<file path="src/rtl/kpm_pkg.sv">
`timescale 1ns / 1ps
// ----------------------------------------------------------------------------
// kpm_pkg
// Shared types and constants of the streaming KMP pattern matcher.
// ----------------------------------------------------------------------------
package kpm_pkg;

  localparam int PatternMax = 64;
  localparam int PtrBits    = $clog2(PatternMax);
  localparam int LenBits    = PtrBits + 1;
  localparam int PosBits    = 32;
  localparam int OutBits    = 32;
  localparam int SymBits    = 8;
  localparam int CmdBits    = 2;

  typedef logic [PtrBits-1:0] ptr_t;
  typedef logic [LenBits-1:0] len_t;
  typedef logic [PosBits-1:0] pos_t;
  typedef logic [SymBits-1:0] sym_t;

  typedef enum logic [CmdBits-1:0] {
    CmdClear   = 2'd0,
    CmdAppend  = 2'd1,
    CmdNewText = 2'd2,
    CmdText    = 2'd3
  } cmd_e;

  // table index of the border for a prefix of length len
  function automatic ptr_t prev_ptr(input len_t len);
    len_t dec;
    dec = len - len_t'(1);
    return dec[PtrBits-1:0];
  endfunction

endpackage

</file>
<file path="src/rtl/kmp_pattern_matcher_core.sv">
`timescale 1ns / 1ps
// ----------------------------------------------------------------------------
// kmp_pattern_matcher_core
// Byte-stream Knuth-Morris-Pratt matcher with incremental failure table.
//
//   channel   dir  tdata                     tuser
//   s_axis    in   [7:0] symbol              [1:0] command
//   m_axis    out  [31:0] match_start        -
//
// Pattern and border table sit in two synchronous RAMs with registered reads.
// Clear, new-text, ignored and first appends finish in StIdle; other appends
// pass StFetch and StLook, text bytes StLook (not with an empty pattern),
// plus one border-table read per failure-link fallback. A match waits in an
// output register while the next item is taken; only a second match stalls
// until it is taken. Reset clears lengths and position; RAMs need no clearing.
// ----------------------------------------------------------------------------
module kmp_pattern_matcher_core (
  input  logic        clk_i,
  input  logic        rst_ni,
  input  logic        s_axis_tvalid_i,
  output logic        s_axis_tready_o,
  input  logic [7:0]  s_axis_tdata_i,   // [7:0] symbol
  input  logic [1:0]  s_axis_tuser_i,   // [1:0] command
  output logic        m_axis_tvalid_o,
  input  logic        m_axis_tready_i,
  output logic [31:0] m_axis_tdata_o    // [31:0] match_start
);

  typedef enum logic [1:0] {
    StIdle,
    StFetch,
    StLook
  } state_e;

  state_e             state_q, state_d;
  kpm_pkg::len_t      plen_q, plen_d;
  kpm_pkg::len_t      mlen_q, mlen_d;
  kpm_pkg::len_t      len_q, len_d;
  kpm_pkg::pos_t      pos_q, pos_d;
  kpm_pkg::sym_t      sym_q, sym_d;
  logic               append_q, append_d;
  logic               out_valid_q, out_valid_d;
  logic [kpm_pkg::OutBits-1:0] out_data_q, out_data_d;

  kpm_pkg::sym_t      pat_mem [kpm_pkg::PatternMax];
  kpm_pkg::len_t      brd_mem [kpm_pkg::PatternMax];
  kpm_pkg::sym_t      p_rdata_q;
  kpm_pkg::len_t      b_rdata_q;

  logic               rd_en;
  kpm_pkg::ptr_t      p_raddr, b_raddr;
  logic               p_we, b_we;
  kpm_pkg::ptr_t      b_waddr;
  kpm_pkg::len_t      b_wdata;

  logic               step_hit, finish, out_free;
  kpm_pkg::len_t      next_len;
  kpm_pkg::pos_t      start_pos;
  kpm_pkg::cmd_e      cmd;

  assign cmd             = kpm_pkg::cmd_e'(s_axis_tuser_i);
  assign s_axis_tready_o = (state_q == StIdle);
  assign m_axis_tvalid_o = out_valid_q;
  assign m_axis_tdata_o  = out_data_q;

  assign step_hit  = (p_rdata_q == sym_q);
  assign finish    = step_hit || (len_q == '0);
  assign next_len  = step_hit ? (len_q + kpm_pkg::len_t'(1)) :
                     ((len_q == '0) ? '0 : b_rdata_q);
  assign out_free  = !out_valid_q || m_axis_tready_i;
  assign start_pos = pos_q - kpm_pkg::pos_t'(plen_q) + kpm_pkg::pos_t'(1);

  // pattern and border memories
  always_ff @(posedge clk_i) begin
    if (p_we) begin
      pat_mem[plen_q[kpm_pkg::PtrBits-1:0]] <= s_axis_tdata_i;
    end
    if (rd_en) begin
      p_rdata_q <= pat_mem[p_raddr];
    end
  end

  always_ff @(posedge clk_i) begin
    if (b_we) begin
      brd_mem[b_waddr] <= b_wdata;
    end
    if (rd_en) begin
      b_rdata_q <= brd_mem[b_raddr];
    end
  end

  always_comb begin
    state_d     = state_q;
    plen_d      = plen_q;
    mlen_d      = mlen_q;
    len_d       = len_q;
    pos_d       = pos_q;
    sym_d       = sym_q;
    append_d    = append_q;
    out_valid_d = out_valid_q;
    out_data_d  = out_data_q;
    rd_en       = 1'b0;
    p_raddr     = len_q[kpm_pkg::PtrBits-1:0];
    b_raddr     = kpm_pkg::prev_ptr(len_q);
    p_we        = 1'b0;
    b_we        = 1'b0;
    b_waddr     = plen_q[kpm_pkg::PtrBits-1:0];
    b_wdata     = next_len;

    if (out_valid_q && m_axis_tready_i) begin
      out_valid_d = 1'b0;
    end

    unique case (state_q)
      StIdle: begin
        if (s_axis_tvalid_i) begin
          sym_d = s_axis_tdata_i;
          unique case (cmd)
            kpm_pkg::CmdClear: begin
              plen_d = '0;
              mlen_d = '0;
            end
            kpm_pkg::CmdAppend: begin
              if (plen_q != kpm_pkg::len_t'(kpm_pkg::PatternMax)) begin
                p_we = 1'b1;
                if (plen_q == '0) begin
                  b_we    = 1'b1;
                  b_wdata = '0;
                  plen_d  = kpm_pkg::len_t'(1);
                end else begin
                  rd_en    = 1'b1;
                  b_raddr  = kpm_pkg::prev_ptr(plen_q);
                  append_d = 1'b1;
                  state_d  = StFetch;
                end
              end
            end
            kpm_pkg::CmdNewText: begin
              mlen_d = '0;
              pos_d  = '0;
            end
            kpm_pkg::CmdText: begin
              pos_d = pos_q + kpm_pkg::pos_t'(1);
              if (plen_q == '0) begin
                mlen_d = '0;
              end else begin
                rd_en    = 1'b1;
                p_raddr  = mlen_q[kpm_pkg::PtrBits-1:0];
                b_raddr  = kpm_pkg::prev_ptr(mlen_q);
                len_d    = mlen_q;
                append_d = 1'b0;
                state_d  = StLook;
              end
            end
            default: ;
          endcase
        end
      end
      StFetch: begin
        rd_en   = 1'b1;
        p_raddr = b_rdata_q[kpm_pkg::PtrBits-1:0];
        b_raddr = kpm_pkg::prev_ptr(b_rdata_q);
        len_d   = b_rdata_q;
        state_d = StLook;
      end
      StLook: begin
        if (finish) begin
          if (append_q) begin
            b_we    = 1'b1;
            plen_d  = plen_q + kpm_pkg::len_t'(1);
            state_d = StIdle;
          end else if (next_len >= plen_q) begin
            // full match, held until the output register is free
            if (out_free) begin
              out_valid_d = 1'b1;
              out_data_d  = start_pos[kpm_pkg::OutBits-1:0];
              mlen_d      = '0;
              state_d     = StIdle;
            end
          end else begin
            mlen_d  = next_len;
            state_d = StIdle;
          end
        end else begin
          // mismatch: follow the failure link
          rd_en   = 1'b1;
          p_raddr = b_rdata_q[kpm_pkg::PtrBits-1:0];
          b_raddr = kpm_pkg::prev_ptr(b_rdata_q);
          len_d   = b_rdata_q;
        end
      end
      default: state_d = StIdle;
    endcase
  end

  always_ff @(posedge clk_i or negedge rst_ni) begin
    if (!rst_ni) begin
      state_q     <= StIdle;
      plen_q      <= '0;
      mlen_q      <= '0;
      len_q       <= '0;
      pos_q       <= '0;
      append_q    <= 1'b0;
      out_valid_q <= 1'b0;
    end else begin
      state_q     <= state_d;
      plen_q      <= plen_d;
      mlen_q      <= mlen_d;
      len_q       <= len_d;
      pos_q       <= pos_d;
      append_q    <= append_d;
      out_valid_q <= out_valid_d;
    end
  end

  always_ff @(posedge clk_i) begin
    sym_q      <= sym_d;
    out_data_q <= out_data_d;
  end

endmodule

</file>
<file path="config.mk">
export PLATFORM = sky130hd
export DESIGN_NAME = kmp_pattern_matcher_core
export DESIGN_NICKNAME = d
export VERILOG_FILES = /design/src/rtl/kpm_pkg.sv /design/src/rtl/kmp_pattern_matcher_core.sv
export SDC_FILE = /design/constraint.sdc
export NUM_CORES = 2
export LEC_CHECK = 0
export ABC_AREA = 1
export BUFFER_PORTS_ARGS = -buffer_cell sky130_fd_sc_hd__clkbuf_2
export CAP_MARGIN = 20
export CORE_ASPECT_RATIO = 1.75
export CORE_UTILIZATION = 65
export CTS_CLUSTER_SIZE = 16
export DETAILED_ROUTE_END_ITERATION = 6
export PLACE_DENSITY = 0.82
export SKIP_LAST_GASP = 1
export SYNTH_ARGS = -nofsm -noshare
export SYNTH_HDL_FRONTEND = slang
export SYNTH_SLANG_ARGS = --single-unit
</file>
<file path="constraint.sdc">
create_clock -name clk_i -period 9.5 [get_ports clk_i]
set_input_delay 1.9 -clock clk_i [delete_from_list [all_inputs] [get_ports clk_i]]
set_output_delay 1.9 -clock clk_i [all_outputs]
set_load 0.1 [all_outputs]
</file>
# [After elaboration in Yosys (flattened, before gate mapping)]
# Memories as Yosys holds them, arrays and structs flattened. A register that Yosys moved wholly into a read port is not among the register bits.
# Cells that the tools add are included.
[classes] add_sub_neg=9 magnitude_cmp=1 n_eq_ne=27 mux=81 bitwise_logic=1 n_reduce_logical=21
[ops] operator="7-bit two-way mux" count=22
[ops] operator="32-bit by 1-bit adder with 32-bit output, second input constant" count=2
[ops] operator="32-bit one-hot mux with 2 select lines" count=1
[ops] operator="7-bit one-hot mux with 2 select lines" count=4
[ops] operator="6-bit two-way mux" count=9
[ops] operator="6-bit one-hot mux with 3 select lines" count=2
[ops] operator="32-bit by 7-bit subtractor with 32-bit output" count=1
[ops] operator="1-bit two-way mux" count=27
[ops] operator="6-bit by 1-bit subtractor with 6-bit output, second input constant" count=4
[ops] operator="7-bit one-hot mux with 3 select lines" count=1
[ops] operator="7-bit AND reduction" count=3
[ops] operator="2-bit inequality test, second input constant" count=9
[ops] operator="3-bit inequality test, second input constant" count=6
[ops] operator="2-bit two-way mux" count=8
[ops] operator="7-bit by 1-bit adder with 7-bit output, second input constant" count=2
[ops] operator="7-bit logical NOT" count=2
[ops] operator="6-bit one-hot mux with 2 select lines" count=1
[ops] operator="5-bit AND reduction" count=2
[ops] operator="8-bit == test" count=1
[ops] operator="7-bit >= comparator" count=1
[ops] operator="7-bit inequality test, second input constant" count=1
[ops] operator="2-bit == test, second input constant" count=3
[ops] operator="3-bit by 1-bit inequality test with 1-bit output, second input constant" count=2
[ops] operator="1-bit one-hot mux with 2 select lines" count=3
[ops] operator="18 further kinds" count=23
[word_totals] ff_bits=97 mem_bits_rw=960 in_bits=14 out_inout_bits=34 n_memories=2
[mem_list] name="pat_mem" depth=64 word_bits=8 read_ports=1 rd_clocked_by_memory_dff=1 write_ports=1 line_no="kmp_pattern_matcher_core.sv:45" text="kpm_pkg::sym_t pat_mem [kpm_pkg::PatternMax];"
[mem_list] name="brd_mem" depth=64 word_bits=7 read_ports=1 rd_clocked_by_memory_dff=1 write_ports=1 line_no="kmp_pattern_matcher_core.sv:46" text="kpm_pkg::len_t brd_mem [kpm_pkg::PatternMax];"

# [Longest topological paths before layout]
[depth] depth_word=8 depth_mapped=22 mapped_depth_nobuf=20

# [Worst setup path after synthesis]
# OpenSTA, ideal clock, no wires.
[synth_timing] kind="input -> register" startpoint="input port s_axis_tvalid_i" endpoint="memory brd_mem[0][6] in the netlist's numbering (data pin)" setup_time_ps=499 arrival_time_ps=3873 setup_slack_ps=5128 cell_stages=4 n_path_buf=1 cell_sequence="clkbuf_2 -> nand2_1 -> nor3_1 -> nor2_1"
[synth_via] elab_chain_cells=2
[synth_lines] item="from (decl)" line_no="kmp_pattern_matcher_core.sv:20" text="input logic s_axis_tvalid_i,"
[synth_lines] item="7-bit two-way mux" line_no="kmp_pattern_matcher_core.sv:116" text="if (s_axis_tvalid_i) begin"
[synth_lines] item="7-bit two-way mux" line_no="kmp_pattern_matcher_core.sv:114" text="unique case (state_q)"
[synth_lines] item="named net b_wdata[6]" line_no="kmp_pattern_matcher_core.sv:54" text="kpm_pkg::len_t b_wdata;"
[synth_lines] item="to (decl)" line_no="kmp_pattern_matcher_core.sv:46"
# The timed path passes the listed nets, and every way through them passes these cells.

# [Worst setup path in the final report]
[layout_timing] startpoint="input port s_axis_tvalid_i" endpoint="register p_rdata_q[6] (read register of pat_mem) (data pin)"
[layout_via] elab_chain_cells=2 elab_cells_between_ends=4 cone_classes="mux (4)"
[layout_lines] item="6-bit two-way mux / 1-bit two-way mux (equally long branches)" line_no="kmp_pattern_matcher_core.sv:116"
[layout_lines] item="6-bit one-hot mux with 3 select lines / 1-bit one-hot mux with 3 select lines (equally long branches)" line_no="kmp_pattern_matcher_core.sv:114"
[layout_lines] item="to (decl)" line_no="kmp_pattern_matcher_core.sv:47" text="kpm_pkg::sym_t p_rdata_q;"
# Parallel ways exist; a longest one is shown, timed or not.
# A chain may end at the register's enable or synchronous reset.

==> results.py <==
metrics = {
    "finish": {
        "fill_cells": 5385,
        "diodes": 0,
        "regArea_sq_mm": 0.0319,
        "syn2layout_area_growth_pct": 7.40,
        "design.final.nets": 5048,
        "multiInputGateArea_sq_mm": 0.0147,
        "drive_gt1_share_pct": 5.78,
    },
    "grt": {
        "antenna_found_initial": 2,
        "gr-usage-all-layers_pct": 35.5,
        "first_global_vias": 36500,
        "grt_first_pass_wirelength_um": 209000,
        "grt_start_max_net_pins": 220,
        "grt-ovfl-total": 0,
    },
    "yosys": {
        "ys_seq_area_share_pct": 62.6,
        "netlist_instances": 5028,
        "synth_nets": 5122,
        "ys_ff_latch": 1072,
        "synth_edf_count": 1015,
        "netlist_area_sq_mm": 0.0510,
        "synthFlopType": "edfxtp_1",
        "synth_area_leader_cell": "edfxtp_1",
        "syn_avg_cell_area_sq_um": 10.1,
        "synthTopCellsByArea": "edfxtp_1 (60%), nand3_1 (10%), nand2_1 (7.0%)",
        "synth_top_area_share_pct": 59.8,
        "ys_types": 55,
        "ys.warnings.count": 0,
        "async_flop_share_pct": 5.32,
    },
    "clock_tree": {
        "root_buffer": "clkbuf_16",
        "post-cts-setup-buffers": 0,
        "cts_buffer_depth": 3,
        "cts_resized": 0,
        "cts_tree": "done",
        "clock_latency_ns": 0.71,
        "cts_hold_buf": 0,
        "cts-htree-levels": 3,
        "cts-buffers-inserted": 92,
        "cts.sinks": 1072,
        "path_clk_slew_ns": 0.07,
    },
    "sta": {
        "max_clock_freq_mhz": 174,
        "setup_violations": 0,
        "final_hold_viol_count": 0,
        "worst_pin_slew_ns": 1.24,
        "maxSlewViolCount": 0,
        "rsz0062_at_grt": "no",
        "fin_skew_ns": 0.0419,
        "fin_crit_ns": 5.74,
        "period_share_pct": 60.5,
        "relSlewSlack_pct": 17.4,
        "finalSetupTns_ns": 0,
    },
    "status": {
        "violations": "DRC",
        "outcome": "finished, violations left",
    },
    "critical_path": {
        "end_kind": "register",
        "cp.required_ns": 9.95,
        "path_max_fanout": 123,
        "worst_setup_path_start_kind": "input pin",
        "worstPathArrival_ns": 6.20,
        "worstSetupPathType": "input pin to register",
    },
    "floorplan": {
        "core-area_sq_mm": 0.0775,
        "die_w_um": 214,
        "row_count": 135,
        "io_pins": 48,
        "start_util_pct": 65.7,
        "die_h_um": 372,
        "die_area_sq_mm": 0.0796,
    },
    "detailed_routing": {
        "initialDrtViolationCount": 4371,
        "via_count": 37100,
        "via_per_inst": 6.12,
        "wire_per_inst_um": 22.8,
        "final_antenna_net_count": 0,
        "routed_wl_um": 138000,
        "drt-pass1-iter-count": 7,
        "drcViolationCount": 3,
    },
    "job": {
        "maxCapViolCount": 0,
    },
    "placement": {
        "port-buffer-count": 47,
        "gp_congestion": 0.960,
        "dp_hpwl_um": 85800,
    },
    "worst_hold_path": {
        "min_path_type": "register to register",
    },
}
-- critical path, stage by stage --
cell	delay, ns
clkbuf_2	0.16
nand2_1	0.18
inv_2	0.17
nand2_1	0.13
o21ai_0	0.11
a21oi_2	0.24
nand3_4	0.56
nand2_8	0.87
buf_4	0.71
nand2_1	0.13
nand3_1	0.11
nand3_1	0.18
nand3_1	0.21
nand3_1	0.13
nand3_1	0.20
nand2_1	0.07
-- sequential cells by signal, indices dropped and copies added (netlist names) --
| signal | cells |
|---|---|
| plen_q | 7 |
| pat_mem | 512 |
| pos_q | 32 |
| brd_mem | 448 |
| m_axis_tdata_o | 32 |
| b_rdata_q | 7 |
| sym_q | 8 |
| p_rdata_q | 8 |
| append_q | 1 |
| len_q | 7 |
| state_q | 2 |
| m_axis_tvalid_o | 1 |
| mlen_q | 7 |
-- kinds of logic (layout without fill, tap and decap cells) --
logic type               Yosys count  count (layout)  synth area share [%]
flip-flops                      1072            1072                  62.6
buffers and inverters           1077            1080                  8.84
XOR/XNOR                          47              47                 0.808
AND/OR/NAND/NOR                 2537            2537                  23.4
multiplexers                       1               1                0.0221
adder cells (fa/ha/maj)           80              80                  1.98
AO/OA/AOI/OAI                    214             214                  2.35
-- layout make-up --
cell class | instances | area share [%]
sequential | 1072 | 58.3
multi-input combinational | 2879 | 26.9
inverter | 815 | 5.60
clock buffer | 109 | 4.48
tap | 1027 | 2.35
clock inverter | 62 | 1.25
timing repair buffer | 94 | 1.12
-- placed cells by master, fill, tap and decap left out, types with 21 or more instances in the layout --
cell type and n:
buf_4 45, clkinv_1 22, clkbuf_2 47, a21oi_1 85, nand3b_1 242, o21ai_0 78
edfxtp_1 1015, nand3_1 1060, clkbuf_16 96, xor2_1 31, ha_1 79, inv_1 801
clkinv_2 21, dfrtp_1 57, nor2_1 209, nand2_1 948
-- per-stage QoR --
step / util (%) / std cells / setup slack, ns / hold slack [ns] / cell area [sq um]
2_1_floorplan: - / 5028 / 5.13 / 0.501 / 51000
3_3_place_gp: 66.6 / 5887 / 3.35 / 0.523 / 51600
3_5_place_dp: 66.6 / 5887 / 3.24 / 0.546 / 51600
4_1_cts: 70.6 / 6058 / 3.96 / 0.556 / 54700
5_1_grt: 70.6 / 6058 / 3.52 / 0.573 / 54700
6_report: 70.6 / 6058 / 3.76 / 0.551 / 54700
-- layer usage --
| layer | up-vias | wire, um | GRT usage (%) |
|---|---|---|---|
| met4 | 4 | 11000 | 25.7 |
| met1 | 17600 | 45800 | 40.4 |
| met2 | 2224 | 69000 | 59.8 |
| met5 | - | 25 | 0 |
| met3 | 573 | 12500 | 6.61 |
| li1 | 16700 | - | - |
-- synthesized netlist by cell type (19+ instances only) --
| library cell | instances |
|---|---|
| inv_1 | 801 |
| nand3b_1 | 242 |
| nor3_1 | 19 |
| xor2_1 | 31 |
| nand2_1 | 955 |
| nand3_1 | 1061 |
| buf_2 | 109 |
| a21oi_1 | 85 |
| dfrtp_1 | 57 |
| clkbuf_1 | 74 |
| ha_1 | 79 |
| o21ai_0 | 78 |
| buf_4 | 52 |
| nor2_1 | 217 |
| edfxtp_1 | 1015 |
-- final timing paths --
| kind | slack [ns] | to | startpoint | depth (start not counted) |
|---|---|---|---|---|
| max | 3.76 | p_rdata_q[6]$_DFFE_PP_ | s_axis_tvalid_i | 16 |
| min | 0.55 | mlen_q[6]$_DFFE_PN0P_ | mlen_q[6]$_DFFE_PN0P_ | 2 |
| max reg2reg | 3.86 | p_rdata_q[6]$_DFFE_PP_ | plen_q[0]$_DFFE_PN0P_ | 17 |
| min reg2reg | 0.55 | mlen_q[6]$_DFFE_PN0P_ | mlen_q[6]$_DFFE_PN0P_ | 2 |
| max in group asynchronous | 7.55 | pos_q[27]$_DFFE_PN0P_ | rst_ni | 2 |
| min in group asynchronous | 1.40 | pos_q[9]$_DFFE_PN0P_ | rst_ni | 2 |
Power is not shown: default switching activity piles up to over one toggle a cycle in this logic, so the estimate is an artifact.
